## src/design/sbus_frame_decoder_assert.svh

```systemverilog
// ----------------------------------------------------------------------------
// SBUS frame decoder assertion macros
// Shared property wrappers, clocked on clk and quiet while arst_n is low.
// ----------------------------------------------------------------------------
`ifndef SBUS_FRAME_DECODER_ASSERT_SVH
`define SBUS_FRAME_DECODER_ASSERT_SVH

// Same-cycle implication
`define SBUSFD_ASSERT_IMP(label, ante, cons) \
	label: assert property (@(posedge clk) disable iff (!arst_n) (ante) |-> (cons)) \
		else $error("sbus frame decoder: same-cycle check failed");

// Next-cycle implication
`define SBUSFD_ASSERT_NXT(label, ante, cons) \
	label: assert property (@(posedge clk) disable iff (!arst_n) (ante) |=> (cons)) \
		else $error("sbus frame decoder: next-cycle check failed");

`endif

```

## src/design/sbusfd_pkg.sv

```systemverilog
// ----------------------------------------------------------------------------
// SBUS frame decoder package
// Frame layout constants, register indexes and the control bundle passed
// from the byte tracker to the channel unpacker.
// ----------------------------------------------------------------------------
package sbusfd_pkg;

	// Channels emitted per frame (8..16)
	localparam int NUM_CHANNELS = 16;

	// Frame layout
	localparam logic [7:0] SBUS_START  = 8'h0F;
	localparam int         FRAME_LEN   = 25;
	localparam int         STORE_LEN   = 23;
	localparam int         CH_W        = 11;
	localparam int         FRAME_W     = STORE_LEN * 8;
	localparam int         LOST_POS    = FRAME_W - 8 + 2;
	localparam int         FS_POS      = FRAME_W - 8 + 3;
	localparam logic [7:0] OVERRUN_GAP = 8'hFE;

	// Byte counter: holds 0..FRAME_LEN
	localparam int CNT_W = $clog2(FRAME_LEN + 1);
	localparam int IDX_W = 4;

	// Configuration port
	localparam int            CFG_IDX_W  = 1;
	localparam int            CFG_DATA_W = 11;
	localparam logic [CFG_IDX_W-1:0] REG_START_GAP     = 1'd0;
	localparam logic [CFG_IDX_W-1:0] REG_AUX_THRESHOLD = 1'd1;
	localparam logic [7:0]           START_GAP_RST     = 8'd80;
	localparam logic [CH_W-1:0]      AUX_THR_RST       = 11'd1600;

	// Tracker to unpacker
	typedef struct packed {
		logic       push;   // append a frame byte to the store
		logic [7:0] data;   // byte to append
		logic       start;  // frame complete: begin channel burst
	} ctl_t;

endpackage

```

## src/design/sbusfd_unpack.sv

```systemverilog
// ----------------------------------------------------------------------------
// SBUS channel unpacker
// Collects frame bytes in a shift store and, once a frame completes, shifts
// out one 11-bit channel per cycle while out_stall allows, through a shared
// shifter and comparator into the output register.
// ----------------------------------------------------------------------------
module sbusfd_unpack (
	input  logic                        clk,
	input  logic                        arst_n,
	input  sbusfd_pkg::ctl_t            ctl,
	input  logic [sbusfd_pkg::CH_W-1:0] aux_threshold,
	output logic                        busy,
	output logic                        out_valid,
	input  logic                        out_stall,
	output logic [sbusfd_pkg::IDX_W-1:0] channel_index,
	output logic [sbusfd_pkg::CH_W-1:0] channel_value,
	output logic                        aux_high,
	output logic                        frame_lost,
	output logic                        failsafe_bit,
	output logic                        last
);

	localparam logic [sbusfd_pkg::IDX_W-1:0] LAST_CH =
		sbusfd_pkg::IDX_W'(sbusfd_pkg::NUM_CHANNELS - 1);

	typedef enum logic {
		ST_IDLE,
		ST_EMIT
	} state_t;

	state_t                             state_q;
	logic [sbusfd_pkg::IDX_W-1:0]       ch_q;
	logic [sbusfd_pkg::FRAME_W-1:0]     frame_q;
	logic                               frm_lost_q;
	logic                               frm_fs_q;
	logic                               lost_q;
	logic                               fs_q;
	logic                               out_valid_q;
	logic [sbusfd_pkg::IDX_W-1:0]       index_q;
	logic [sbusfd_pkg::CH_W-1:0]        value_q;
	logic                               aux_q;
	logic                               last_q;
	logic [sbusfd_pkg::CH_W-1:0]        cur_ch;
	logic                               load;

	// Lowest channel of the store sits at the bottom bits
	assign cur_ch = frame_q[sbusfd_pkg::CH_W-1:0];
	assign load   = (state_q == ST_EMIT) && (!out_valid_q || !out_stall);

	// Frame store: append bytes while collecting, shift one channel per result
	always_ff @(posedge clk) begin
		if (ctl.push) begin
			frame_q <= {ctl.data, frame_q[sbusfd_pkg::FRAME_W-1:8]};
		end else if (load) begin
			frame_q <= {{sbusfd_pkg::CH_W{1'b0}},
				frame_q[sbusfd_pkg::FRAME_W-1:sbusfd_pkg::CH_W]};
		end
	end

	// Burst sequencer and output register
	always_ff @(posedge clk or negedge arst_n) begin
		if (!arst_n) begin
			state_q     <= ST_IDLE;
			ch_q        <= '0;
			out_valid_q <= 1'b0;
		end else begin
			case (state_q)
				ST_IDLE: begin
					if (out_valid_q && !out_stall) begin
						out_valid_q <= 1'b0;
					end
					// Keep the frame flags apart from a result still waiting
					if (ctl.start) begin
						frm_lost_q <= frame_q[sbusfd_pkg::LOST_POS];
						frm_fs_q   <= frame_q[sbusfd_pkg::FS_POS];
						ch_q       <= '0;
						state_q    <= ST_EMIT;
					end
				end
				ST_EMIT: begin
					if (load) begin
						out_valid_q <= 1'b1;
						index_q     <= ch_q;
						value_q     <= cur_ch;
						aux_q       <= (cur_ch > aux_threshold);
						lost_q      <= frm_lost_q;
						fs_q        <= frm_fs_q;
						last_q      <= (ch_q == LAST_CH);
						ch_q        <= ch_q + 1'b1;
						if (ch_q == LAST_CH) begin
							state_q <= ST_IDLE;
						end
					end
				end
				default: begin
					state_q <= ST_IDLE;
				end
			endcase
		end
	end

	assign busy          = (state_q == ST_EMIT);
	assign out_valid     = out_valid_q;
	assign channel_index = index_q;
	assign channel_value = value_q;
	assign aux_high      = aux_q;
	assign frame_lost    = lost_q;
	assign failsafe_bit  = fs_q;
	assign last          = last_q;

endmodule

```

## src/design/sbus_frame_decoder.sv

```systemverilog
// ----------------------------------------------------------------------------
// SBUS frame decoder
// Finds frame starts in a received byte stream, keeps the 23 payload bytes
// and emits the 16 packed 11-bit channels of each complete 25-byte frame.
// ----------------------------------------------------------------------------
//  Channel   Direction  Handshake            Payload
//  in        sink       in_valid / in_stall  rx_byte, gap_ticks, overrun
//  out       source     out_valid/out_stall  channel_index .. last
//  cfg       sink       cfg_we               cfg_index, cfg_data
//
//  One byte is accepted per cycle while in_stall is low; the 25th byte of a
//  frame starts a burst of NUM_CHANNELS results, one per cycle from the
//  shared shift/compare unit while out_stall is low; the input is stalled
//  for the burst. The last result may wait in the output register while
//  new bytes arrive. Reset clears the frame tracker, restores both registers.
// ----------------------------------------------------------------------------
module sbus_frame_decoder (
	input  logic                              clk,
	input  logic                              arst_n,
	input  logic                              in_valid,
	output logic                              in_stall,
	input  logic [7:0]                        rx_byte,
	input  logic [7:0]                        gap_ticks,
	input  logic                              overrun,
	output logic                              out_valid,
	input  logic                              out_stall,
	output logic [sbusfd_pkg::IDX_W-1:0]      channel_index,
	output logic [sbusfd_pkg::CH_W-1:0]       channel_value,
	output logic                              aux_high,
	output logic                              frame_lost,
	output logic                              failsafe_bit,
	output logic                              last,
	input  logic                              cfg_we,
	input  logic [sbusfd_pkg::CFG_IDX_W-1:0]  cfg_index,
	input  logic [sbusfd_pkg::CFG_DATA_W-1:0] cfg_data
);

	localparam logic [sbusfd_pkg::CNT_W-1:0] CNT_ONE   = sbusfd_pkg::CNT_W'(1);
	localparam logic [sbusfd_pkg::CNT_W-1:0] CNT_FIRST = sbusfd_pkg::CNT_W'(2);
	localparam logic [sbusfd_pkg::CNT_W-1:0] CNT_STORE =
		sbusfd_pkg::CNT_W'(sbusfd_pkg::STORE_LEN + 1);
	localparam logic [sbusfd_pkg::CNT_W-1:0] CNT_FRAME =
		sbusfd_pkg::CNT_W'(sbusfd_pkg::FRAME_LEN);

	logic [7:0]                   start_gap_q;
	logic [sbusfd_pkg::CH_W-1:0]  aux_thr_q;
	logic [sbusfd_pkg::CNT_W-1:0] count_q;
	logic                         in_frame_q;
	logic [sbusfd_pkg::CNT_W-1:0] count_nxt;
	logic [7:0]                   eff_gap;
	logic                         is_start;
	logic                         in_acc;
	logic                         busy;
	sbusfd_pkg::ctl_t             ctl;

	// Qualify a start byte against the effective gap
	assign eff_gap   = overrun ? sbusfd_pkg::OVERRUN_GAP : gap_ticks;
	assign is_start  = (rx_byte == sbusfd_pkg::SBUS_START) && (eff_gap > start_gap_q);
	assign in_acc    = in_valid && !in_stall;
	assign in_stall  = busy;
	assign count_nxt = count_q + 1'b1;

	// Route the request to the store or the burst sequencer
	always_comb begin
		ctl.push  = 1'b0;
		ctl.data  = rx_byte;
		ctl.start = 1'b0;
		if (in_acc && !is_start && in_frame_q) begin
			ctl.push  = (count_nxt >= CNT_FIRST) && (count_nxt <= CNT_STORE);
			ctl.start = (count_nxt == CNT_FRAME);
		end
	end

	// Track frame position
	always_ff @(posedge clk or negedge arst_n) begin
		if (!arst_n) begin
			count_q    <= '0;
			in_frame_q <= 1'b0;
		end else if (in_acc) begin
			if (is_start) begin
				in_frame_q <= 1'b1;
				count_q    <= CNT_ONE;
			end else if (in_frame_q) begin
				count_q <= count_nxt;
				if (!ctl.push) begin
					in_frame_q <= 1'b0;
				end
			end
		end
	end

	// Configuration registers
	always_ff @(posedge clk or negedge arst_n) begin
		if (!arst_n) begin
			start_gap_q <= sbusfd_pkg::START_GAP_RST;
			aux_thr_q   <= sbusfd_pkg::AUX_THR_RST;
		end else if (cfg_we) begin
			case (cfg_index)
				sbusfd_pkg::REG_START_GAP:     start_gap_q <= cfg_data[7:0];
				sbusfd_pkg::REG_AUX_THRESHOLD: aux_thr_q   <= cfg_data;
				default: ;
			endcase
		end
	end

	sbusfd_unpack u_unpack (
		.clk           (clk),
		.arst_n        (arst_n),
		.ctl           (ctl),
		.aux_threshold (aux_thr_q),
		.busy          (busy),
		.out_valid     (out_valid),
		.out_stall     (out_stall),
		.channel_index (channel_index),
		.channel_value (channel_value),
		.aux_high      (aux_high),
		.frame_lost    (frame_lost),
		.failsafe_bit  (failsafe_bit),
		.last          (last)
	);

`include "sbus_frame_decoder_assert.svh"

	// A completed frame blocks the input on the next cycle
	`SBUSFD_ASSERT_NXT(a_start_stalls, in_acc && ctl.start, in_stall)
	// While collecting, the count stays within the stored bytes
	`SBUSFD_ASSERT_IMP(a_count_range, in_frame_q, (count_q >= CNT_ONE) && (count_q <= CNT_STORE))
	// Outside a burst only the final result may be pending
	`SBUSFD_ASSERT_IMP(a_idle_last, out_valid && !in_stall, last)

endmodule
```

## config.mk

```make
export PLATFORM = sky130hd
export DESIGN_NAME = sbus_frame_decoder
export DESIGN_NICKNAME = d
export VERILOG_FILES = /design/src/design/sbusfd_pkg.sv /design/src/design/sbusfd_unpack.sv /design/src/design/sbus_frame_decoder.sv
export VERILOG_INCLUDE_DIRS = /design/src /design/src/design
export SDC_FILE = /design/constraint.sdc
export NUM_CORES = 1
export LEC_CHECK = 0
export BUFFER_PORTS_ARGS = -buffer_cell sky130_fd_sc_hd__buf_2
export CORE_ASPECT_RATIO = 0.6
export CORE_MARGIN = 10
export CORE_UTILIZATION = 27
export DETAILED_ROUTE_END_ITERATION = 16
export GPL_TIMING_DRIVEN = 0
export PLACE_DENSITY_LB_ADDON = 0.2
export SYNTH_ARGS = -nofsm -noshare
export SYNTH_HDL_FRONTEND = slang
export SYNTH_SLANG_ARGS = --single-unit
export TNS_END_PERCENT = 30
```

## constraint.sdc

```tcl
create_clock -name clk -period 6.86 [get_ports clk]
set_input_delay 2.058 -clock clk [delete_from_list [all_inputs] [get_ports clk]]
set_output_delay 2.058 -clock clk [all_outputs]
set_load 0.1 [all_outputs]
```

**After elaboration in Yosys (flattened, before gate mapping)**

Index checks and enable logic that the tools add are counted.
Widths: inputs -> output; s select.

- Flip-flop bits (word level): 236
- Output and inout bits: 21
- Input port bits: 34

- Bitwise operators: 2
- $add $sub $neg: 2
- Eq/ne operators: 6
- Order comparisons: 4
- Reductions and logical operators: 21
- Multiplexer cells: 20

Operator list:

| kind | count |
|---|---|
| $mux 184 | 2 |
| $gt 11x11->1 | 1 |
| $mux 1 | 10 |
| $mux 5 | 2 |
| $reduce_and 2->1 | 5 |
| $eq 8x4->1 const B | 1 |
| $gt 8x8->1 | 1 |
| $mux 4 | 2 |
| $mux 8 | 1 |
| $pmux 4 s2 | 1 |
| $logic_and 1x1->1 | 7 |
| $reduce_and 3->1 | 2 |
| $add 5x1->5 const B | 1 |
| $eq 5x5->1 const B | 1 |
| $ge 5x2->1 const B | 1 |
| $le 5x5->1 const B | 1 |
| $add 4x1->4 const B | 1 |
| $eq 4x4->1 const B | 1 |
| $logic_not 1->1 | 4 |
| $ne 2x2->1 const B | 2 |
| $pmux 1 s2 | 2 |
| $reduce_bool 2->1 | 2 |
| $ne 2x1->1 const B | 1 |
| $not 1->1 | 2 |
| $logic_or 1x1->1 | 1 |

**Depth between registers and ports, before layout**

- Depth in word-level cells: 10
- Mapped depth: 11

**Cells and area by module**

Synthesis repeated with hierarchy kept, for this count alone.

- Cell total of the unflattened synthesis: 614
- Area, all modules: 10874.2 um^2

By module, submodules not included:

| module | times used | area each (um^2) | cells each | seq. area each (um^2) |
|---|---|---|---|---|
| sbusfd_unpack | 1 | 9450.3 | 475 | 6306.0 |
| sbus_frame_decoder | 1 | 1423.9 | 139 | 631.9 |

**Least setup slack after synthesis**

OpenSTA, ideal clock, no wires.

- Path type: input to register
- Start: input port overrun
- End: register u_unpack.frame_q[0] (netlist name), enable pin
- Stages on the path: 10
- Arrival: 7.904 ns
- Slack: -1.596 ns
- Cell sequence: or2_2 ha_1 a211oi_1 o2111a_1 nor3_4 nand4b_4 buf_8 buf_6 buf_4 nand2_1

- Word-level cells in the longest chain between the ends: 8

RTL lines:

| element | RTL line | text |
|---|---|---|
| from (decl) | sbus_frame_decoder.sv:24 | `input logic overrun,` |
| $mux 8 | sbus_frame_decoder.sv:57 | `assign eff_gap = overrun ? sbusfd_pkg::OVERRUN_GAP : gap_ticks;` |
| $gt 8x8->1 | sbus_frame_decoder.sv:58 | `assign is_start = (rx_byte == sbusfd_pkg::SBUS_START) && (eff_gap > start_gap_q);` |
| $logic_and 1x1->1 | sbus_frame_decoder.sv:58 |  |
| $logic_not 1->1 | sbus_frame_decoder.sv:68 | `if (in_acc && !is_start && in_frame_q) begin` |
| $logic_and 1x1->1 (2 in a row) | sbus_frame_decoder.sv:68 |  |
| $mux 1 | sbus_frame_decoder.sv:68 |  |
| $reduce_bool 2->1 (no line) | - |  |
| to (signal assigned) | sbusfd_unpack.sv:53 | `frame_q <= {ctl.data, frame_q[sbusfd_pkg::FRAME_W-1:8]};` |
| to (signal assigned) | sbusfd_unpack.sv:55 | `frame_q <= {{sbusfd_pkg::CH_W{1'b0}},` |
| to (decl) | sbusfd_unpack.sv:33 | `logic [sbusfd_pkg::FRAME_W-1:0] frame_q;` |

No other way between the ends.
A chain may end at the register's enable or synchronous reset.

**Worst setup path after layout**

Ends and elaborated chain as after synthesis.

==> impl_metrics.ini <==
[outcome]
outcome = complete, no violations

[global_route]
antenna_found_initial = 0
wire_length_of_the_first_global_routing_pass_um = 30600
grt_util_all_layers = 0.0765
grt_remaining_overflow = 0
pin_count_of_the_biggest_net_entering_global_routing = 109
vias_in_the_first_global_route = 5327

[place]
port_buffers = 54
gpl_congestion = 0.735
hpwl_after_detailed_placement_um = 13500
place.detailed.instances = 1223

[synthesis]
avgSynthCellArea_um2 = 17.3
synth.top_cells.by_count = edfxtp_1 (205), mux2_4 (110), mux2_2 (75)
synth_nets = 693
share_of_the_synthesized_area_in_the_top_cell_type = 0.560
post_synth_main_area_contributors = edfxtp_1 (56%), mux2_4 (15%), mux2_2 (7.7%)
syn_std_cell_area_um2 = 11000
syn-instance-count = 636
synth.ff_latch_count = 236
synth.distinct_cells = 53
yosysMostFrequentCell = edfxtp_1
synth-warning-count = 0
async_reset_ff_frac = 0.131
synth_edf_count = 205
synth_top_flop_cell = edfxtp_1
synth_largest_area_cell = edfxtp_1
synth_sequential_area_ratio = 0.631

[clocking]
path_clk_slew_ps = 70
clkLatencyLatePin_ps = 510
cts.sinks = 236
clock_tree.htree_level_count = 1
post_cts.repair.setup_buffers = 0
cts_tree = built
clock_tree.root_cell = clkbuf_16
post_cts.resized_instances = 0
cts_max_path_buffers = 3
cts-hold-fix-buffers = 0
numCtsBuffers = 23

[power_and_ir_drop]
internal_power_uw = 2410
pwr_density_cell_nw_per_um2 = 235
power_uw = 3000
p_clk_frac = 0.444
p_seq_frac = 0.522
logic_pwr_share = 0.034
switchingPower_uw = 599
power_switching_share = 0.199
vdd.ir_drop.worst_uv = 149
power.leakage_uw = 0.00497

[drt]
antenna_violating_nets_post_route = 0
wl_per_cell_um = 15.3
route.detailed.drc = 0
detail_route.iter0.violations = 299
drt-total-wl_um = 19300
vias = 5212
vias_per_cell = 4.12
dr.pass1.iters = 4

[floorplanning]
initial_core_util = 0.272
row_count = 57
floorplan.die_area_um2 = 49500
die_width_um = 280
core-area_um2 = 40400
dieHeight_um = 176
io_pins = 55

[setup_path]
critPathArrivalTime_ps = 5360
regToRegEndpoint = u_unpack.frame_q[0]
reg2reg_from = start_gap_q[4]
worstSetupEndpointType = flip-flop
cp_data_required_time_ps = 7000
worstSetupPathType = input pin to flip-flop
timing.critical_path.from_type = input pin
ff2ff_setup_slack_ps = 3150
critical_path_fanouts_max = 108
worst_r2r_path_depth = 11

[cells_and_area]
layoutNonFillerInstCount = 1264
antennaDiodeCount = 0
area_delta_synth_final_pct = 16.2
finalNetCount = 774
final_layout_size_suffix_gt1_frac = 0.435
num-fill-cells = 3968

[sta]
report.final.hold_viol_count = 0
fin_skew_ps = 10.2
slew_viols_final = 0
fmax_mhz = 192
timing.max_slew.rel_slack = 0.496
final_min_period_over_clock_period = 0.760
finalWorstPathRequiredPeriod_ps = 5210
tightestPinTransition_ps = 756
unrepaired_setup_endpoints_after_global_routing = no
finalSetupViolations = 0

[hold_path]
timing.hold.worst_endpoint = u_unpack.frame_lost
min_delay_path_depth = 0
hold_path.class = flip-flop to flip-flop
min_from = u_unpack.frm_lost_q

[run]
maxCapViolations = 0
## kinds of logic (layout without fill, tap and decap cells)
| family | Yosys count | count (layout) | share of synthesized area |
|---|---|---|---|
| AND/OR/NAND/NOR | 85 | 85 | 0.0434 |
| adder cells (fa/ha/maj) | 23 | 23 | 0.0262 |
| flip-flops | 236 | 236 | 0.631 |
| multiplexers | 185 | 185 | 0.227 |
| buffers and inverters | 60 | 157 | 0.0428 |
| AO/OA/AOI/OAI | 44 | 44 | 0.0271 |
| XOR/XNOR | 3 | 3 | 0.00239 |
## layer usage
metal,wire length (µm),track usage
met3,631,0.0171
met2,7060,0.0924
met5,0,0
met1,11300,0.128
met4,357,0.0174
## layout by cell type (no fill, tap or decap), drive strengths merged, types with 2 or more instances in the layout
master and count:
edfxtp 205, mux2 185, buf 78, clkbuf 35, inv 34, dfrtp 26
ha 23, nand2 23, nor2 16, o21ai 13, a21oi 9, or2 7
nand4 7, nor2b 7, nand3 7, dfstp 5, clkinv 5, nand2b 4
bufinv 4, o211ai 3, xnor2 3, o21a 3, a21o 3, nor4 3
nor3 3, or3 2
## critical path, stage by stage
cell      delay (ps)
buf_2            130
or2_2            300
ha_1             300
a211oi_1         290
o2111a_1         320
nor3_4            90
nand4b_4         260
buf_8            220
buf_6            160
buf_4            190
nand2_8          440
buf_16           440
## power groups by stage
| stage | clock (µW) | sequential [µW] | combinational (µW) |
|---|---|---|---|
| final | 1330 | 1570 | 101 |
| after global routing | 1450 | 1570 | 116 |
| after global placement | 0 | 1600 | 101 |
| after floorplan | 0 | 1600 | 69.3 |
| after detailed placement | 0 | 1600 | 102 |
| after CTS | 1380 | 1570 | 103 |
## worst max-delay path by stage
stage,endpoint,slack [ps],from
final,u_unpack.frame_q[0],1650,overrun
after floorplan,u_unpack.frame_q[0],250,overrun
after CTS,u_unpack.frame_q[21],1620,overrun
after global placement,u_unpack.frame_q[21],-1380,overrun
after detailed placement,u_unpack.frame_q[35],1070,overrun
after global routing,u_unpack.frame_q[8],1370,overrun
## area by class of cell
type,count,area (µm²),share of cell area
clock buffers,31,636,0.0498
inverters,34,128,0.00999
multi-input cells,340,3600,0.282
well taps,531,664,0.0520
flip-flops and latches,236,6940,0.543
clock inverters,10,150,0.0118
plain buffers,26,343,0.0268
repair buffers,56,313,0.0245
## state kept, by name (all words and copies together), names as in the netlist
signal                  cells
u_unpack.ch_q               4
u_unpack.channel_value     11
u_unpack.last               1
u_unpack.channel_index      4
u_unpack.frm_lost_q         1
start_gap_q                 8
u_unpack.frame_lost         1
u_unpack.aux_high           1
u_unpack.frm_fs_q           1
u_unpack.frame_q          184
in_frame_q                  1
aux_thr_q                  11
count_q                     5
u_unpack.busy               1
u_unpack.out_valid          1
u_unpack.failsafe_bit       1
## stage by stage
step | util | setup TNS, ps | hold WS (ps) | instance area (µm²) | worst slack, ps
4_1_cts | 0.316 | 0 | 421 | 12800 | 1620
2_1_floorplan | - | 0 | 400 | 11000 | 249
3_5_place_dp | 0.297 | 0 | 405 | 12000 | 1070
6_report | 0.316 | 0 | 425 | 12800 | 1650
3_3_place_gp | 0.296 | -247770 | 418 | 11900 | -1380
5_1_grt | 0.316 | 0 | 432 | 12800 | 1370
(Power assumes the default switching activity.)
